--- config.mk ---
export PLATFORM = sky130hd
export DESIGN_NAME = can_rx_mailbox_timeout_monitor
export DESIGN_NICKNAME = d
export VERILOG_FILES = /design/src/rtl/cmtm_pkg.sv /design/src/rtl/can_rx_mailbox_timeout_monitor.sv /design/src/rtl/cmtm_entry.sv
export SDC_FILE = /design/constraint.sdc
export NUM_CORES = 2
export LEC_CHECK = 0
export BUFFER_PORTS_ARGS = -buffer_cell sky130_fd_sc_hd__buf_4
export CORE_MARGIN = 3
export CORE_UTILIZATION = 30
export DETAILED_ROUTE_END_ITERATION = 10
export HOLD_SLACK_MARGIN = 0.03
export PLACE_DENSITY_LB_ADDON = 0.12
export SLEW_MARGIN = 20
export SYNTH_ARGS = -nofsm -noshare
export SYNTH_HDL_FRONTEND = slang
export SYNTH_HIERARCHICAL = 1
export SYNTH_SLANG_ARGS = --single-unit
--- constraint.sdc ---
create_clock -name clk -period 12.7 [get_ports clk]
set_input_delay 1.27 -clock clk [delete_from_list [all_inputs] [get_ports clk]]
set_output_delay 1.27 -clock clk [all_outputs]
set_load 0.005 [all_outputs]
--- src/rtl/cmtm_pkg.sv ---
// ----------------------------------------------------------------------------
// cmtm_pkg
// Shared types, constants and helpers of the CAN receive mailbox timeout
// monitor.
// ----------------------------------------------------------------------------
package cmtm_pkg;

  localparam int MAX_SLOTS    = 8;
  localparam int ENTRIES_DEF  = 8;
  localparam int TIMEOUT_DEF  = 2000;
  localparam int ID_W         = 29;
  localparam int DATA_W       = 64;
  localparam int LEN_W        = 4;
  localparam int CFG_IDX_W    = $clog2(MAX_SLOTS);
  localparam int REQ_W        = 2;

  typedef enum logic [REQ_W-1:0] {
    REQ_FRAME = 2'd0,
    REQ_TICK  = 2'd1,
    REQ_READ  = 2'd2
  } req_t;

  // per-entry command for one transfer
  typedef struct packed {
    logic is_frame;
    logic is_tick;
    logic clr_new;
  } entry_ctl_t;

  // per-entry status
  typedef struct packed {
    logic match;
    logic timed_out;
    logic timed_out_next;
    logic has_new;
  } entry_st_t;

  // byte-lane write mask for a DLC, clamped to eight bytes
  function automatic logic [DATA_W-1:0] keep_mask(input logic [LEN_W-1:0] len);
    logic [LEN_W-1:0] n;
    logic [DATA_W-1:0] m;
    n = (len > LEN_W'(8)) ? LEN_W'(8) : len;
    for (int j = 0; j < DATA_W / 8; j++) begin
      m[8*j +: 8] = (LEN_W'(j) < n) ? 8'hFF : 8'h00;
    end
    return m;
  endfunction

endpackage

--- src/rtl/can_rx_mailbox_timeout_monitor.sv ---
// ----------------------------------------------------------------------------
// can_rx_mailbox_timeout_monitor
// Supervises up to eight expected CAN receive IDs: payload capture on match,
// millisecond silence timers with timeout flags, and entry read-back.
// ----------------------------------------------------------------------------
//
//  channel   handshake                 payload
//  --------  ------------------------  --------------------------------------
//  request   start & !busy             req_type, frame_id, frame_len,
//                                      frame_data, entry_index, clear_new
//  result    done (one-cycle strobe)   match_mask, timeout_mask, entry_payload,
//                                      entry_timed_out, entry_has_new
//  config    cfg_we                    cfg_index, cfg_data
//
//  - One request transfer per cycle; busy is never raised.
//  - An item passes the request register, then the entry update and the
//    result register in the same cycle; the result register drives done.
//  - Items update entry state in accept order, so back-to-back items see
//    each other's effects.
//  - rst is synchronous: clears IDs, timers, flags and payloads at once.
//  - done marks each result for one cycle only; the receiver cannot stall it.
//
module can_rx_mailbox_timeout_monitor #(
  parameter int ENTRIES       = cmtm_pkg::ENTRIES_DEF,
  parameter int TIMEOUT_TICKS = cmtm_pkg::TIMEOUT_DEF
) (
  input  logic                            clk,
  input  logic                            rst,
  input  logic                            start,
  output logic                            busy,
  input  logic [cmtm_pkg::REQ_W-1:0]      req_type,
  input  logic [cmtm_pkg::ID_W-1:0]       frame_id,
  input  logic [cmtm_pkg::LEN_W-1:0]      frame_len,
  input  logic [cmtm_pkg::DATA_W-1:0]     frame_data,
  input  logic [cmtm_pkg::CFG_IDX_W-1:0]  entry_index,
  input  logic                            clear_new,
  input  logic                            cfg_we,
  input  logic [cmtm_pkg::CFG_IDX_W-1:0]  cfg_index,
  input  logic [cmtm_pkg::ID_W-1:0]       cfg_data,
  output logic                            done,
  output logic [cmtm_pkg::MAX_SLOTS-1:0]  match_mask,
  output logic [cmtm_pkg::MAX_SLOTS-1:0]  timeout_mask,
  output logic [cmtm_pkg::DATA_W-1:0]     entry_payload,
  output logic                            entry_timed_out,
  output logic                            entry_has_new
);

  // Request register
  logic                            req_vld;
  logic [cmtm_pkg::REQ_W-1:0]      req_q;
  logic [cmtm_pkg::ID_W-1:0]       fid_q;
  logic [cmtm_pkg::LEN_W-1:0]      len_q;
  logic [cmtm_pkg::DATA_W-1:0]     data_q;
  logic [cmtm_pkg::CFG_IDX_W-1:0]  idx_q;
  logic                            clr_q;

  assign busy = 1'b0;

  always_ff @(posedge clk) begin
    if (rst) begin
      req_vld <= 1'b0;
    end else begin
      req_vld <= start && !busy;
    end
  end

  always_ff @(posedge clk) begin
    if (start && !busy) begin
      req_q  <= req_type;
      fid_q  <= frame_id;
      len_q  <= frame_len;
      data_q <= frame_data;
      idx_q  <= entry_index;
      clr_q  <= clear_new;
    end
  end

  // Decode
  logic is_frame, is_tick, is_read, rd_ok;
  logic [cmtm_pkg::DATA_W-1:0] keep;

  always_comb begin
    is_frame = 1'b0;
    is_tick  = 1'b0;
    is_read  = 1'b0;
    case (cmtm_pkg::req_t'(req_q))
      cmtm_pkg::REQ_FRAME: is_frame = req_vld;
      cmtm_pkg::REQ_TICK:  is_tick  = req_vld;
      cmtm_pkg::REQ_READ:  is_read  = req_vld;
      default: ;  // unused code: state untouched
    endcase
  end

  // reads beyond the active entries return zeros and clear nothing
  assign rd_ok = is_read && ({1'b0, idx_q} < (cmtm_pkg::CFG_IDX_W + 1)'(ENTRIES));
  assign keep  = cmtm_pkg::keep_mask(len_q);

  // Entries
  cmtm_pkg::entry_st_t          st  [ENTRIES];
  logic [cmtm_pkg::DATA_W-1:0]  pay [ENTRIES];

  for (genvar g = 0; g < ENTRIES; g++) begin : g_entry
    cmtm_pkg::entry_ctl_t ctl;
    logic sel;

    assign sel          = (idx_q == cmtm_pkg::CFG_IDX_W'(g));
    assign ctl.is_frame = is_frame;
    assign ctl.is_tick  = is_tick;
    assign ctl.clr_new  = rd_ok && sel && clr_q;

    cmtm_entry #(
      .TIMEOUT_TICKS(TIMEOUT_TICKS)
    ) u_entry (
      .clk       (clk),
      .rst       (rst),
      .cfg_we    (cfg_we && (cfg_index == cmtm_pkg::CFG_IDX_W'(g))),
      .cfg_data  (cfg_data),
      .ctl       (ctl),
      .frame_id  (fid_q),
      .frame_data(data_q),
      .keep      (keep),
      .st        (st[g]),
      .payload   (pay[g])
    );
  end

  // Result assembly: masks reflect state after the item, read fields before
  logic [cmtm_pkg::MAX_SLOTS-1:0]  mm, tm;
  logic [cmtm_pkg::DATA_W-1:0]     rd_pay;
  logic                            rd_to, rd_new;

  always_comb begin
    mm     = '0;
    tm     = '0;
    rd_pay = '0;
    rd_to  = 1'b0;
    rd_new = 1'b0;
    for (int i = 0; i < ENTRIES; i++) begin
      mm[i] = st[i].match;
      tm[i] = st[i].timed_out_next;
      if (rd_ok && (idx_q == cmtm_pkg::CFG_IDX_W'(i))) begin
        rd_pay = pay[i];
        rd_to  = st[i].timed_out;
        rd_new = st[i].has_new;
      end
    end
  end

  // Result register
  always_ff @(posedge clk) begin
    if (rst) begin
      done <= 1'b0;
    end else begin
      done <= req_vld;
    end
  end

  always_ff @(posedge clk) begin
    if (req_vld) begin
      match_mask      <= mm;
      timeout_mask    <= tm;
      entry_payload   <= rd_pay;
      entry_timed_out <= rd_to;
      entry_has_new   <= rd_new;
    end
  end

endmodule

--- src/rtl/cmtm_entry.sv ---
// ----------------------------------------------------------------------------
// cmtm_entry
// One supervised mailbox: expected ID, silence timer, flags and payload.
// ----------------------------------------------------------------------------
module cmtm_entry #(
  parameter int TIMEOUT_TICKS = cmtm_pkg::TIMEOUT_DEF
) (
  input  logic                       clk,
  input  logic                       rst,
  input  logic                       cfg_we,
  input  logic [cmtm_pkg::ID_W-1:0]  cfg_data,
  input  cmtm_pkg::entry_ctl_t       ctl,
  input  logic [cmtm_pkg::ID_W-1:0]  frame_id,
  input  logic [cmtm_pkg::DATA_W-1:0] frame_data,
  input  logic [cmtm_pkg::DATA_W-1:0] keep,
  output cmtm_pkg::entry_st_t        st,
  output logic [cmtm_pkg::DATA_W-1:0] payload
);

  localparam int TW = $clog2(TIMEOUT_TICKS + 1);
  localparam logic [TW-1:0] TO_MAX = TW'(TIMEOUT_TICKS);
  localparam logic [TW-1:0] TO_M1  = TW'(TIMEOUT_TICKS - 1);

  logic [cmtm_pkg::ID_W-1:0]   id;
  logic [TW-1:0]               timer, timer_next;
  logic                        timed_out, timed_out_next;
  logic                        has_new, has_new_next;
  logic [cmtm_pkg::DATA_W-1:0] payload_next;
  logic                        hit;

  assign hit = ctl.is_frame && (id == frame_id);

  always_comb begin
    timer_next     = timer;
    timed_out_next = timed_out;
    has_new_next   = has_new;
    payload_next   = payload;
    if (hit) begin
      timer_next     = '0;
      timed_out_next = 1'b0;
      has_new_next   = 1'b1;
      payload_next   = (payload & ~keep) | (frame_data & keep);
    end else if (ctl.is_tick) begin
      if (timer >= TO_M1) begin
        timer_next     = TO_MAX;
        timed_out_next = 1'b1;
      end else begin
        timer_next = timer + TW'(1);
      end
    end
    if (ctl.clr_new) begin
      has_new_next = 1'b0;
    end
  end

  always_ff @(posedge clk) begin
    if (rst) begin
      id        <= '0;
      timer     <= '0;
      timed_out <= 1'b0;
      has_new   <= 1'b0;
      payload   <= '0;
    end else begin
      if (cfg_we) begin
        id <= cfg_data;
      end
      timer     <= timer_next;
      timed_out <= timed_out_next;
      has_new   <= has_new_next;
      payload   <= payload_next;
    end
  end

  assign st.match          = hit;
  assign st.timed_out      = timed_out;
  assign st.timed_out_next = timed_out_next;
  assign st.has_new        = has_new;

endmodule

==> Word level (Yosys, flattened, before mapping) <==
Cells that the tools add are included.
{ "word_totals": {"register_bits": 1035, "out_inout_bits": 84, "elab_cells": 239, "input_bits": 139} }
{ "classes": {"n_eq_ne": 24, "bitwise_logic": 18, "mux": 68, "magnitude_cmp": 17, "n_addsub": 8, "n_reduce_logical": 51} }
{ "ops": {"columns": ["op", "n"], "rows": [
  ["$and A64 B64 Y64", 9],
  ["$mux W64", 8],
  ["$or A64 B64 Y64", 8],
  ["$eq A29 B29 Y1", 8],
  ["$add A11 B1 Y11 const B", 8],
  ["$ge A11 B11 Y1 const B", 8],
  ["$mux W11", 8],
  ["$mux W8", 8],
  ["$not A64 Y64", 1],
  ["$mux W1", 43],
  ["$logic_and A1 B1 Y1", 32],
  ["$reduce_or A2 Y1", 16],
  ["$eq A3 B3 Y1 const B", 8],
  ["$lt A3 B4 Y1 const A", 4],
  ["$eq A3 B2 Y1 const B", 4],
  ["$lt A1 B4 Y1 const A", 2],
  ["$lt A2 B4 Y1 const A", 2],
  ["$eq A3 B1 Y1 const B", 2],
  ["$logic_not A3 Y1", 2],
  ["$gt A4 B4 Y1 const B", 1],
  ["$mux W4", 1],
  ["$eq A2 B1 Y1 const B", 1],
  ["$eq A2 B2 Y1 const B", 1],
  ["$logic_not A2 Y1", 1]
]} }

==> Logic depth before layout (Yosys ltp) <==
{ "depth": {"ltp_word": 11, "ltp_mapped": 8, "depth_no_buf": 7} }

==> Hierarchy <==
Netlist, hierarchy kept.
{ "by_module_without_submodules": {"columns": ["mod", "instances", "cells_per_inst", "area_each_um2", "seq_area_each_um2"], "rows": [
  ["cmtm_entry", 8, 562, 4922.2, 2122.0],
  ["can_rx_mailbox_timeout_monitor", 1, 472, 9656.8, 5595.4]
]} }

==> Worst setup path after synthesis <==
OpenSTA, ideal clock, no wires.
{ "synth_timing": {"path_type": "flip-flop to flip-flop", "start": "reg len_q[2] (netlist bit)", "end": "reg (tool-made name)", "setup_time_ns": 0.132, "t_arrival_ns": 4.697, "n_path_buf": 0, "path_stages_with_launch": 5, "required_ns": 12.568, "period_less_slack_ns": 4.829, "setup_slack_ns": 7.871, "cell_sequence": "edfxtp_1 -> a21o_1 -> a21o_1 -> a31o_2 -> a21oi_1"} }
{ "synth_lines": {"columns": ["element", "line_no", "text"], "rows": [
  ["start: declaration", "can_rx_mailbox_timeout_monitor.sv:52", "logic [cmtm_pkg::LEN_W-1:0] len_q;"],
  ["start signal: assignment", "can_rx_mailbox_timeout_monitor.sv:71", "len_q <= frame_len;"]
]} }

==> Final worst setup path <==
{ "layout_timing": {"start": "reg fid_q[20] (netlist bit)", "end": "reg g_entry[7].u_entry.timer[10]"} }
{ "layout_via": {"elab_chain_len": 3} }
{ "layout_rtl": {"columns": ["element", "line_no", "text"], "rows": [
  ["start: declaration", "can_rx_mailbox_timeout_monitor.sv:51", "logic [cmtm_pkg::ID_W-1:0] fid_q;"],
  ["start signal: assignment", "can_rx_mailbox_timeout_monitor.sv:70", "fid_q <= frame_id;"],
  ["$eq A29 B29 Y1", "cmtm_entry.sv:31", "assign hit = ctl.is_frame && (id == frame_id);"],
  ["$logic_and A1 B1 Y1", "cmtm_entry.sv:31", null],
  ["$reduce_or A2 Y1 (no line)", null, null],
  ["end signal: assignment", "cmtm_entry.sv:67", "timer <= timer_next;"],
  ["end: declaration", "cmtm_entry.sv:25", "logic [TW-1:0] timer, timer_next;"]
]} }
Every way passes these cells.
A chain may end at the register's enable or synchronous reset.

==> flow_summary.json <==
{
  "slew_violations": 0,
  "mostFrequentLayoutCells": "dfxtp_1 (849), a21oi_1 (600), nand4_1 (584), inv_1 (520), a31o_2 (512)",
  "wl_per_cell_um": 21.37,
  "cp_max_fo": 71,
  "worstReg2RegEnd": "g_entry[7].u_entry/timer[10]",
  "p_sw_share_pct": 24.82,
  "cts.sinks": 1035,
  "intPower_w": 0.005726,
  "fmax_mhz": 253.7,
  "whs_ns": 0.4995,
  "core_area_um2": 161500,
  "setup_viol": 0,
  "p_leak_nw": 17.65,
  "tightest_slew_ns": 1.118,
  "vias": 38185,
  "fin_util_pct": 34.86,
  "grt_pass1_vias": 35949,
  "worstPathArrival_ns": 4.55,
  "min_to": "g_entry[4].u_entry/timer[1]",
  "rrSetupSlack_ns": 8.76,
  "fin_crit_ns": 3.942,
  "netSwitchingPower_w": 0.001891,
  "postLayoutSetupSlackWorst_ns": 8.758,
  "irDropWorstVdd_uv": 128.7,
  "final_nets": 5104,
  "ys_seq_area_share_pct": 46.03,
  "synth_fa_ha_area_share_pct": 0.2041,
  "yosysWarnings": 6,
  "period_share_pct": 31.04,
  "gp_congestion": 0.7168,
  "power.density_nw_per_um2": 135.3,
  "viasPerCell": 5.283,
  "status": "completed",
  "syn2layout_area_growth_pct": 14.80,
  "synth_mux_area_share_pct": 10.80,
  "io_buffer_count": 221,
  "drive_above_1_share_pct": 22.69,
  "ff2ff_path_depth": 7,
  "first_pass_iters": 7,
  "power_frac_seq_pct": 46.0,
  "synth_compound_area_share_pct": 16.90,
  "num_io_pins": 223,
  "min_path_cells": 2,
  "ant_nets": 0,
  "drt-initial-drc-count": 3205,
  "track_usage_pct": 17.75,
  "skew_ns": 0.03635,
  "core.rowCount": 147,
  "power_frac_clock_pct": 48.4,
  "tns_ns": 0,
  "path_clk_slew_ns": 0.05,
  "drt_wl_total_um": 154400,
  "synth.distinct_cells": 40,
  "finalHoldViolCount": 0,
  "cts-root-buf": "clkbuf_16",
  "maxCapViolCount": 0,
  "syn_nets": 5115,
  "total_power_w": 0.007617,
  "grt_overflow": 0,
  "crit_path_end_kind": "flip-flop",
  "synth_xor_area_share_pct": 5.144,
  "die_x_um": 410.3,
  "dpl.hpwl_um": 83260,
  "cts_buffers": 132,
  "synth-seq-cells": 1035,
  "hold_path.class": "flip-flop to flip-flop",
  "comb_power_share_pct": 5.6,
  "yosys.area_share.simple_pct": 12.75,
  "syn_area_um2": 49030,
  "critPathKind": "flip-flop to flip-flop",
  "start_util_pct": 30.36,
  "timing.rr.start": "fid_q[20]",
  "dpl_worst_slack_ns": 8.725,
  "cts_tree": "yes",
  "final_common_cell": "dfxtp_1",
  "relSlewSlack_pct": 25.47,
  "die_y_um": 410.3,
  "synth_top_family_by_area": "compound AO/OA/AOI/OAI gates",
  "cp_data_required_time_ns": 13.31,
  "start_kind": "flip-flop",
  "die_area_um2": 168300,
  "cts_hold_buf": 0,
  "post-cts-setup-buffers": 0,
  "post_cts_resized": 0,
  "worst_skew_pair.late_latency_ns": 0.76,
  "timing.hold.worst.start": "g_entry[4].u_entry/timer[1]",
  "syn_area_per_cell_um2": 9.870,
  "clock_path_buffers": 3,
  "grt_max_degree": 198,
  "synth_cells": 4968,
  "grt_pass1_wl_um": 232800,
  "drc": 0,
  "rsz0062_at_grt": "false",
  "antenna_found_initial": 9,
  "cts_max_level": 4
}
==> power groups by stage <==
stage / clock [W] / sequential [W] / combinational, W
4_1_cts: 0.00383 / 0.00350 / 0.000434
3_5_place_dp: 0 / 0.00357 / 0.000433
2_1_floorplan: 0 / 0.00353 / 0.000263
5_1_grt: 0.00395 / 0.00351 / 0.000463
6_report: 0.00369 / 0.00350 / 0.000428
3_3_place_gp: 0 / 0.00358 / 0.000433
==> cell type report <==
cell class	count	area (um^2)
Antenna cell	5	12.51
Clock buffer	205	3894
Clock inverter	35	331.6
Fill cell	16379	105200
Inverter	520	1952
Multi-Input combinational cell	2983	22580
Sequential cell	1035	22580
Tap cell	2160	2703
Timing Repair Buffer	285	2246
==> critical path, cell delays in order (launching register included) <==
cell and delay (ns):
edfxtp_1 0.69, xnor2_1 0.18, nand4_1 0.25, nor4_4 0.35
buf_4 0.77, buf_4 0.84, a21o_1 0.51, nor2_1 0.09
==> cells in the mapped netlist <==
library cell | number | area, um^2
xor2_1 | 24 | 210.2
buf_2 | 184 | 920.9
a21o_1 | 11 | 82.58
o21ai_0 | 16 | 80.08
buf_4 | 39 | 292.8
nand3b_1 | 9 | 67.56
dfxtp_1 | 850 | 17020
nand2_1 | 60 | 225.2
a31oi_1 | 8 | 50.05
a21oi_1 | 600 | 3003
or2_2 | 2 | 12.51
nor4_4 | 16 | 340.3
nor3b_1 | 1 | 7.510
buf_1 | 17 | 63.81
and4bb_2 | 1 | 12.51
inv_1 | 520 | 1952
nand3_1 | 33 | 165.2
nor2_1 | 315 | 1182
buf_6 | 8 | 90.09
and3_1 | 16 | 100.1
and4_1 | 8 | 70.07
mux2i_1 | 232 | 2322
nand4bb_1 | 1 | 11.26
nor4b_1 | 2 | 17.52
or3_1 | 1 | 6.260
clkbuf_1 | 182 | 683.2
a22o_1 | 66 | 578.1
conb_1 | 1 | 3.750
and2_1 | 8 | 50.05
edfxtp_1 | 185 | 5555
nand4b_1 | 9 | 78.83
ha_1 | 8 | 100.1
nand2b_1 | 19 | 118.9
xnor2_1 | 264 | 2312
nand4_1 | 584 | 3654
mux4_2 | 132 | 2973
nor3_1 | 12 | 60.06
a31o_2 | 513 | 4493
and4b_1 | 1 | 10.01
nor2b_1 | 10 | 62.56
==> worst max-delay path by stage <==
stage / start / to
finish: fid_q[20] / g_entry[7].u_entry/timer[10]
global route: req_vld / flip-flop
CTS: req_vld / flip-flop
detailed placement: req_vld / flip-flop
global placement: fid_q[21] / g_entry[5].u_entry/timer[10]
floorplan: len_q[2] / flip-flop
==> per-stage QoR <==
stage               instances  instance area (um^2)
floorplan                4968                 49030
global placement         6983                 52040
detailed placement       6983                 52040
CTS                      7223                 56270
global route             7224                 56280
finish                   7228                 56290
==> per-layer routing <==
| layer | vias to the layer above | wire length [um] | global-route usage (%) |
|---|---|---|---|
| li1 | 18156 | - | - |
| met4 | 4 | 3289 | 4.790 |
| met1 | 18985 | 73590 | 25.10 |
| met3 | 201 | 7027 | 2.945 |
| met2 | 839 | 70510 | 27.91 |
| met5 | - | 27 | 0 |
==> logic make-up (layout without fill, tap and decap cells) <==
logic type / after synthesis / count (layout)
compound gates: 1214 / 1214
simple gates: 1108 / 1108
flops: 1035 / 1035
buf+inv: 950 / 1045
mux: 364 / 364
xor+xnor: 288 / 288
fa+ha+maj: 8 / 8
other cells: 1 / 6
Power figures use the tool's default switching activity.
